File: config.mk
export PLATFORM = sky130hd
export DESIGN_NAME = image_header_dimension_parser
export DESIGN_NICKNAME = d
export VERILOG_FILES = /design/src/hw/rtl/hdp_pkg.sv /design/src/hw/rtl/hdp_sniff.sv /design/src/hw/rtl/image_header_dimension_parser.sv
export SDC_FILE = /design/constraint.sdc
export NUM_CORES = 1
export LEC_CHECK = 0
export BUFFER_PORTS_ARGS = -buffer_cell sky130_fd_sc_hd__buf_2
export CORE_UTILIZATION = 35
export DETAILED_ROUTE_END_ITERATION = 10
export PLACE_DENSITY = 0.54
export SYNTH_ARGS = -nofsm -noshare
export SYNTH_HDL_FRONTEND = slang
export SYNTH_SLANG_ARGS = --single-unit
File: constraint.sdc
create_clock -name clk -period 4.6 [get_ports clk]
set_input_delay 0.23 -clock clk [delete_from_list [all_inputs] [get_ports clk]]
set_output_delay 0.23 -clock clk [all_outputs]
set_load 0.05 [all_outputs]
File: src/hw/rtl/hdp_pkg.sv
// Package for the image header dimension parser.
// Holds the item types, kind codes and header byte constants.
// No dependencies.
`default_nettype none

package hdp_pkg;

    localparam int COUNT_BITS_DEF = 32;

    // bytes kept behind the newest one for the marker window
    localparam int HIST_DEPTH = 8;

    localparam logic [1:0] KIND_UNKNOWN = 2'd0;
    localparam logic [1:0] KIND_PNG     = 2'd1;
    localparam logic [1:0] KIND_JPEG    = 2'd2;

    localparam logic [7:0] PNG_SIG0 = 8'h89;
    localparam logic [7:0] PNG_SIG1 = 8'h50;
    localparam logic [7:0] PNG_SIG2 = 8'h4E;
    localparam logic [7:0] PNG_SIG3 = 8'h47;

    localparam logic [7:0] JPEG_MARK = 8'hFF;
    localparam logic [7:0] JPEG_SOI  = 8'hD8;
    localparam logic [7:0] JPEG_SOF0 = 8'hC0;
    localparam logic [7:0] JPEG_SOF3 = 8'hC3;

    localparam int PNG_WIDTH_FIRST  = 16;
    localparam int PNG_WIDTH_LAST   = 19;
    localparam int PNG_HEIGHT_LAST  = 23;
    localparam int LEAD_LEN         = 4;

    typedef struct packed {
        logic [7:0] data_byte;
        logic       last_byte;
    } hdp_in_t;

    typedef struct packed {
        logic [1:0]  image_kind;
        logic [31:0] image_width;
        logic [31:0] image_height;
    } hdp_out_t;

endpackage

`default_nettype wire

File: src/hw/rtl/hdp_sniff.sv
// Header sniffing core: byte counter, lead bytes, marker window and scan walk.
// Uses hdp_pkg. Produces the result item combinationally on the last byte.
`default_nettype none

module hdp_sniff
    import hdp_pkg::*;
#(
    parameter int COUNT_BITS = COUNT_BITS_DEF
) (
    input  wire logic     clk,
    input  wire logic     rst_n,
    input  wire logic     step,
    input  wire hdp_in_t  item,
    output hdp_out_t      res
);

    localparam logic [COUNT_BITS-1:0] CNT_MAX  = {COUNT_BITS{1'b1}};
    localparam logic [COUNT_BITS-1:0] CNT_ONE  = COUNT_BITS'(1);
    localparam logic [COUNT_BITS-1:0] SCAN_RST = COUNT_BITS'(2);
    localparam logic [COUNT_BITS-1:0] IDX_LEAD = COUNT_BITS'(LEAD_LEN);
    localparam logic [COUNT_BITS-1:0] IDX_WIN  = COUNT_BITS'(HIST_DEPTH);
    localparam logic [COUNT_BITS-1:0] IDX_W0   = COUNT_BITS'(PNG_WIDTH_FIRST);
    localparam logic [COUNT_BITS-1:0] IDX_W3   = COUNT_BITS'(PNG_WIDTH_LAST);
    localparam logic [COUNT_BITS-1:0] IDX_H3   = COUNT_BITS'(PNG_HEIGHT_LAST);
    localparam int SUM_BITS = COUNT_BITS + 2;

    logic [COUNT_BITS-1:0] count_reg, count_next;
    logic [COUNT_BITS-1:0] scan_reg, scan_next;
    logic [7:0]            hist_reg [HIST_DEPTH];
    logic [7:0]            lead_reg [LEAD_LEN];
    logic [31:0]           width_reg, width_next;
    logic [31:0]           height_reg, height_next;
    logic                  found_reg, found_next;

    logic                  is_png, is_jpeg, jpeg_check, is_sof;
    logic [16:0]           skip_amt;
    logic [SUM_BITS-1:0]   scan_sum;
    logic [COUNT_BITS-1:0] scan_adv;

    // all lead-byte tests need index 4 or later, so the stored lead is complete
    assign is_png  = (lead_reg[0] == PNG_SIG0) && (lead_reg[1] == PNG_SIG1) &&
                     (lead_reg[2] == PNG_SIG2) && (lead_reg[3] == PNG_SIG3);
    assign is_jpeg = (lead_reg[0] == JPEG_MARK) && (lead_reg[1] == JPEG_SOI);

    // window position k of the model is hist_reg[k] for k < 8 and the new byte at 8
    assign jpeg_check = (count_reg >= IDX_WIN) && !found_reg && is_jpeg &&
                        ((count_reg - IDX_WIN) == scan_reg);
    assign is_sof     = (hist_reg[1] >= JPEG_SOF0) && (hist_reg[1] <= JPEG_SOF3);

    always_comb
    begin
        if (hist_reg[0] == JPEG_MARK)
        begin
            skip_amt = {1'b0, hist_reg[2], hist_reg[3]} + 17'd2;
        end
        else
        begin
            skip_amt = 17'd1;
        end
        scan_sum = {2'b00, scan_reg} + SUM_BITS'(skip_amt);
        // saturate when the sum runs past the counter range
        scan_adv = (scan_sum[SUM_BITS-1:COUNT_BITS] != 2'b00) ? CNT_MAX
                                                              : scan_sum[COUNT_BITS-1:0];
    end

    always_comb
    begin
        count_next  = (count_reg != CNT_MAX) ? count_reg + CNT_ONE : count_reg;
        scan_next   = scan_reg;
        width_next  = width_reg;
        height_next = height_reg;
        found_next  = found_reg;

        if ((count_reg >= IDX_W0) && (count_reg <= IDX_H3) && is_png)
        begin
            if (count_reg <= IDX_W3)
            begin
                width_next = {width_reg[23:0], item.data_byte};
            end
            else
            begin
                height_next = {height_reg[23:0], item.data_byte};
            end
        end

        if (jpeg_check)
        begin
            if ((hist_reg[0] == JPEG_MARK) && is_sof)
            begin
                height_next = {16'h0000, hist_reg[5], hist_reg[6]};
                width_next  = {16'h0000, hist_reg[7], item.data_byte};
                found_next  = 1'b1;
            end
            else
            begin
                scan_next = scan_adv;
            end
        end

        res.image_kind   = KIND_UNKNOWN;
        res.image_width  = 32'h0;
        res.image_height = 32'h0;
        if ((count_reg >= IDX_H3) && is_png)
        begin
            res.image_kind   = KIND_PNG;
            res.image_width  = width_next;
            res.image_height = height_next;
        end
        else if ((count_reg >= IDX_LEAD) && is_jpeg && found_next)
        begin
            res.image_kind   = KIND_JPEG;
            res.image_width  = width_next;
            res.image_height = height_next;
        end
    end

    always_ff @(posedge clk or negedge rst_n)
    begin
        if (!rst_n)
        begin
            count_reg  <= '0;
            scan_reg   <= SCAN_RST;
            width_reg  <= '0;
            height_reg <= '0;
            found_reg  <= 1'b0;
            for (int k = 0; k < HIST_DEPTH; k++)
            begin
                hist_reg[k] <= '0;
            end
            for (int k = 0; k < LEAD_LEN; k++)
            begin
                lead_reg[k] <= '0;
            end
        end
        else if (step)
        begin
            if (item.last_byte)
            begin
                // start a fresh buffer with the next item
                count_reg  <= '0;
                scan_reg   <= SCAN_RST;
                width_reg  <= '0;
                height_reg <= '0;
                found_reg  <= 1'b0;
                for (int k = 0; k < HIST_DEPTH; k++)
                begin
                    hist_reg[k] <= '0;
                end
                for (int k = 0; k < LEAD_LEN; k++)
                begin
                    lead_reg[k] <= '0;
                end
            end
            else
            begin
                count_reg  <= count_next;
                scan_reg   <= scan_next;
                width_reg  <= width_next;
                height_reg <= height_next;
                found_reg  <= found_next;
                for (int k = 0; k < HIST_DEPTH - 1; k++)
                begin
                    hist_reg[k] <= hist_reg[k+1];
                end
                hist_reg[HIST_DEPTH-1] <= item.data_byte;
                if (count_reg < IDX_LEAD)
                begin
                    lead_reg[count_reg[1:0]] <= item.data_byte;
                end
            end
        end
    end

    a_clear_after_last: assert property (@(posedge clk) disable iff (!rst_n)
        step && item.last_byte |=> (count_reg == '0) && !found_reg)
        else $error("state not cleared after last item");

    a_frame_needs_jpeg: assert property (@(posedge clk) disable iff (!rst_n)
        found_reg |-> is_jpeg)
        else $error("frame found without JPEG lead");

    a_scan_floor: assert property (@(posedge clk) disable iff (!rst_n)
        scan_reg >= SCAN_RST)
        else $error("scan position below start");

endmodule

`default_nettype wire

File: src/hw/rtl/image_header_dimension_parser.sv
// Image header dimension parser: takes a buffer one byte per item and reports
// the image kind, width and height on the byte flagged last.
//
// Input channel byte_*: one hdp_in_t item per accepted cycle (byte_valid high,
// byte_stall low). Output channel result_*: one hdp_out_t item per buffer.
// A last byte goes from the input register through the sniffing core into the
// result register, which drives result_valid. Throughput: one byte per cycle,
// set by the single registered pass through the sniffing core, unless a last
// byte waits on a pending result; other bytes never wait on the output side.
// Reset clears all buffer state, so the first byte after reset opens a new
// buffer; each result item also clears it for the following buffer.
// While result_stall holds a pending result, the input register keeps
// draining non-last bytes; a further last byte waits in the input register
// and byte_stall rises until the pending result is taken.
// Depends on hdp_pkg and hdp_sniff.
`default_nettype none

module image_header_dimension_parser
    import hdp_pkg::*;
#(
    parameter int COUNT_BITS = COUNT_BITS_DEF
) (
    input  wire logic     clk,
    input  wire logic     rst_n,
    input  wire logic     byte_valid,
    output logic          byte_stall,
    input  wire hdp_in_t  byte_item,
    output logic          result_valid,
    input  wire logic     result_stall,
    output hdp_out_t      result_item
);

    hdp_in_t  item_reg;
    logic     item_valid_reg;
    hdp_out_t result_reg;
    logic     result_valid_reg;
    hdp_out_t res;
    logic     advance;

    assign advance    = item_valid_reg &&
                        (!item_reg.last_byte || !result_valid_reg || !result_stall);
    assign byte_stall = item_valid_reg && !advance;

    hdp_sniff #(
        .COUNT_BITS (COUNT_BITS)
    ) u_sniff (
        .clk   (clk),
        .rst_n (rst_n),
        .step  (advance),
        .item  (item_reg),
        .res   (res)
    );

    always_ff @(posedge clk or negedge rst_n)
    begin
        if (!rst_n)
        begin
            item_valid_reg <= 1'b0;
        end
        else if (!byte_stall)
        begin
            item_valid_reg <= byte_valid;
        end
    end

    always_ff @(posedge clk)
    begin
        if (byte_valid && !byte_stall)
        begin
            item_reg <= byte_item;
        end
    end

    always_ff @(posedge clk or negedge rst_n)
    begin
        if (!rst_n)
        begin
            result_valid_reg <= 1'b0;
        end
        else if (advance && item_reg.last_byte)
        begin
            result_valid_reg <= 1'b1;
        end
        else if (!result_stall)
        begin
            result_valid_reg <= 1'b0;
        end
    end

    always_ff @(posedge clk)
    begin
        if (advance && item_reg.last_byte)
        begin
            result_reg <= res;
        end
    end

    assign result_valid = result_valid_reg;
    assign result_item  = result_reg;

    a_no_overwrite: assert property (@(posedge clk) disable iff (!rst_n)
        result_valid_reg && result_stall |-> !(advance && item_reg.last_byte))
        else $error("pending result overwritten");

    a_last_gives_result: assert property (@(posedge clk) disable iff (!rst_n)
        advance && item_reg.last_byte |=> result_valid_reg)
        else $error("last item gave no result");

    a_stall_only_on_last: assert property (@(posedge clk) disable iff (!rst_n)
        byte_stall |-> item_valid_reg && item_reg.last_byte && result_valid_reg)
        else $error("input stalled without a pending result");

endmodule

`default_nettype wire

==> run metrics <==
detailed placement HPWL=27420 um; flops & latches, synth=302; design area=0.01761 mm^2; MaxCap Viol Count=0; GP Congestion=0.8287; via count=12060; vias in the first global route=11620; final period utilization=90.81%; WL final=40550 um; CP max FO=40; Final setup viols=0; # resized after CTS=0; EDFF count, synth=75; cell leakage power=7.857 nW; Synth warnings=0; per-cell routed wire length=17.78 um; Layout Utilization=40.61%; commonest non-fill, non-tap cell in the layout=nand2_1; Die Area=0.04511 mm^2; All-Layer GR Usage=18.34%; clk sinks=302; core area=0.04336 mm^2; RSZ-0062 raised after global routing=false; largest net degree at the start of global routing=97; nets=1710; syn_nets=1661; final setup margin=0.4229 ns; Slew Limit Fails=0; CP endpoint kind=flip-flop; Setup Skew=0.02072 ns; die width=212.4 um; post-synth top area cell=dfrtp_1; worst-skew pair later-pin latency=0.52 ns; DP Area=0.01642 mm^2; Reg clk slew, reported paths=0.06 ns; ANT cells=0; Num CTS Buffers=35; Synth Area per Inst=9.551 um^2; count of input and output buffers=80; Rel. slew slack=31.46%; initial antenna violation count=0; Primary FF master, synth=dfrtp_1; Setup crit start kind=flip-flop; total grt overflow=0; first-pass GRT wire length=65430 um; Syn Inst Count=1622; DRC Markers=0; Iteration-0 DRC Markers=881; Row Count=76; Max Fclk=239.4 MHz; Setup Crit Path Kind=flip-flop to flip-flop; Starting Density=35.73%; Synth area leaders=dfrtp_1 37%, edfxtp_1 15%, nand2_1 8.0%, nand3_1 3.4%, nor2_1 3.1%; Synth Cell Area=0.01549 mm^2; htree depth=2; post-CTS setup buffer count=0; worst slew pin tran=1.028 ns; most frequent cells in the layout=328 x nand2_1, 225 x dfrtp_1, 129 x nor2_1; Max VDD drop=204.8 uV; antenna viol nets, final=0; Final Instance Count excl. Fillers=2281; Post-Route Setup TNS=0 ns; Root Buffer=clkbuf_16; DR pass1 iterations=7; share of cells above drive strength 1=12.50%; register area share after synthesis=51.22%; Place WS=0.5482 ns; critical path arrival=4.61 ns; status=finished clean; required time worst endpoint=5.03 ns; Final Hold Fails=0; Placed Cells incl. Taps=2207; ys async rst share=75.17%; Vias/cell=5.286; Worst Hold Class=input port to asynchronous set/reset pin; Pwr per Cell Area=338.9 mW/mm^2; Layout area overhead=13.68%; post-layout min period=4.177 ns; number of flip-flops in the largest register=66; Die Span Y=212.4 um; reg2reg start=u_sniff.count_reg[4]$_DFFE_PN0P_; Max clock buf depth=3; CTS tree=yes; # IOs=81; post-synth top area share=36.51%; Yosys cell types=72; crit path from=u_sniff.count_reg[4]$_DFFE_PN0P_
==> cell type report <==
type	instances	area [um^2]
inverters	21	81.33
clock inverters	14	102.6
fillers	4297	25750
well taps	585	732.0
flip-flops and latches	302	7935
clock buffers	48	964.7
repair buffers	124	770.7
multi-input cells	1187	7024
==> synth_stat cells, types with 3 or more instances <==
cell      instances
nand2_1         329
dfrtp_1         226
nor2_1          129
nand3_1         104
clkbuf_1         81
edfxtp_1         75
a21oi_1          74
o21ai_0          67
xnor2_1          52
a22o_1           49
xor2_1           35
mux2i_1          34
o31ai_1          27
ha_1             25
mux2_2           24
nor3_1           21
inv_1            19
or3_1            19
a21o_1           18
nand4_1          18
and3_1           17
buf_1            17
nor4_1           17
and2_1           12
nor2b_1          11
or4_1             9
a31oi_1           8
and4_1            7
buf_2             6
buf_6             6
o22a_1            6
a211o_1           5
a211oi_1          4
nand2b_1          4
nand4b_1          4
o211ai_1          4
o21a_1            4
o41ai_1           4
a41oi_1           3
o21ba_2           3
o22ai_1           3
or2_2             3
==> stage by stage <==
| stage | total power (W) | hold WS [ns] |
|---|---|---|
| global route | 0.006200 | 0.3683 |
| global placement | 0.003377 | 0.3078 |
| detailed placement | 0.003383 | 0.3009 |
| finish | 0.005969 | 0.2840 |
| CTS | 0.006056 | 0.3811 |
| floorplan | 0.003218 | -0.06559 |
==> cells by family after synthesis <==
| family | after synthesis | share of synthesized area (%) |
|---|---|---|
| mux | 58 | 3.942 |
| buf+inv | 133 | 3.610 |
| xor+xnor | 87 | 4.919 |
| compound gates | 293 | 12.59 |
| flops | 302 | 51.22 |
| simple gates | 723 | 21.57 |
| fa+ha+maj | 26 | 2.148 |
==> worst paths after layout <==
kind	endpoint	slack [ns]	cells past startpoint
setup / recovery	u_sniff.scan_reg[29]$_DFFE_PN0P_	0.42	13
hold / removal	u_sniff.height_reg[24]$_DFFE_PN0P_	0.28	2
setup reg to reg	u_sniff.scan_reg[29]$_DFFE_PN0P_	0.42	13
hold reg to reg	u_sniff.hist_reg[63]$_DFFE_PN0P_	0.47	2
max in group asynchronous	u_sniff.scan_reg[19]$_DFFE_PN0P_	3.17	3
min in group clk	item_reg[5]$_DFFE_PP_	0.43	2
==> routing by layer <==
| metal | track usage, % | up-vias | part of all wire, % |
|---|---|---|---|
| li1 | - | 5806 | - |
| met4 | 4.937 | 0 | 2.0 |
| met1 | 25.01 | 5973 | 47 |
| met3 | 2.437 | 56 | 3.7 |
| met5 | 0 | - | 0 |
| met2 | 30.50 | 222 | 48 |
==> critical path: stages (launching register included) <==
cell and delay [ns]:
dfrtp_1 0.48, inv_1 0.16, ha_1 0.32, nor3b_1 0.22, buf_4 0.18, nand4_2 0.20, o41ai_1 0.35, nand4_1 0.14
a211o_1 0.30, a211oi_1 0.65, nand4_1 0.21, buf_4 0.31, or3_1 0.39, a21oi_1 0.14
==> what timing repair did <==
item | CTS | global route
hold buffers | 12 | 0
endpoints found under the hold margin | 104 | 0
endpoints found under the setup margin | 0 | 0
==> power by group <==
group	switching, W	internal (W)	leakage (nW)	total, W
Combinational	0.000304	0.000103	3.43	0.000406
Sequential	0.0000882	0.00284	3.91	0.00293
Clock	0.00111	0.00153	0.520	0.00263
(Power assumes the default switching activity.)
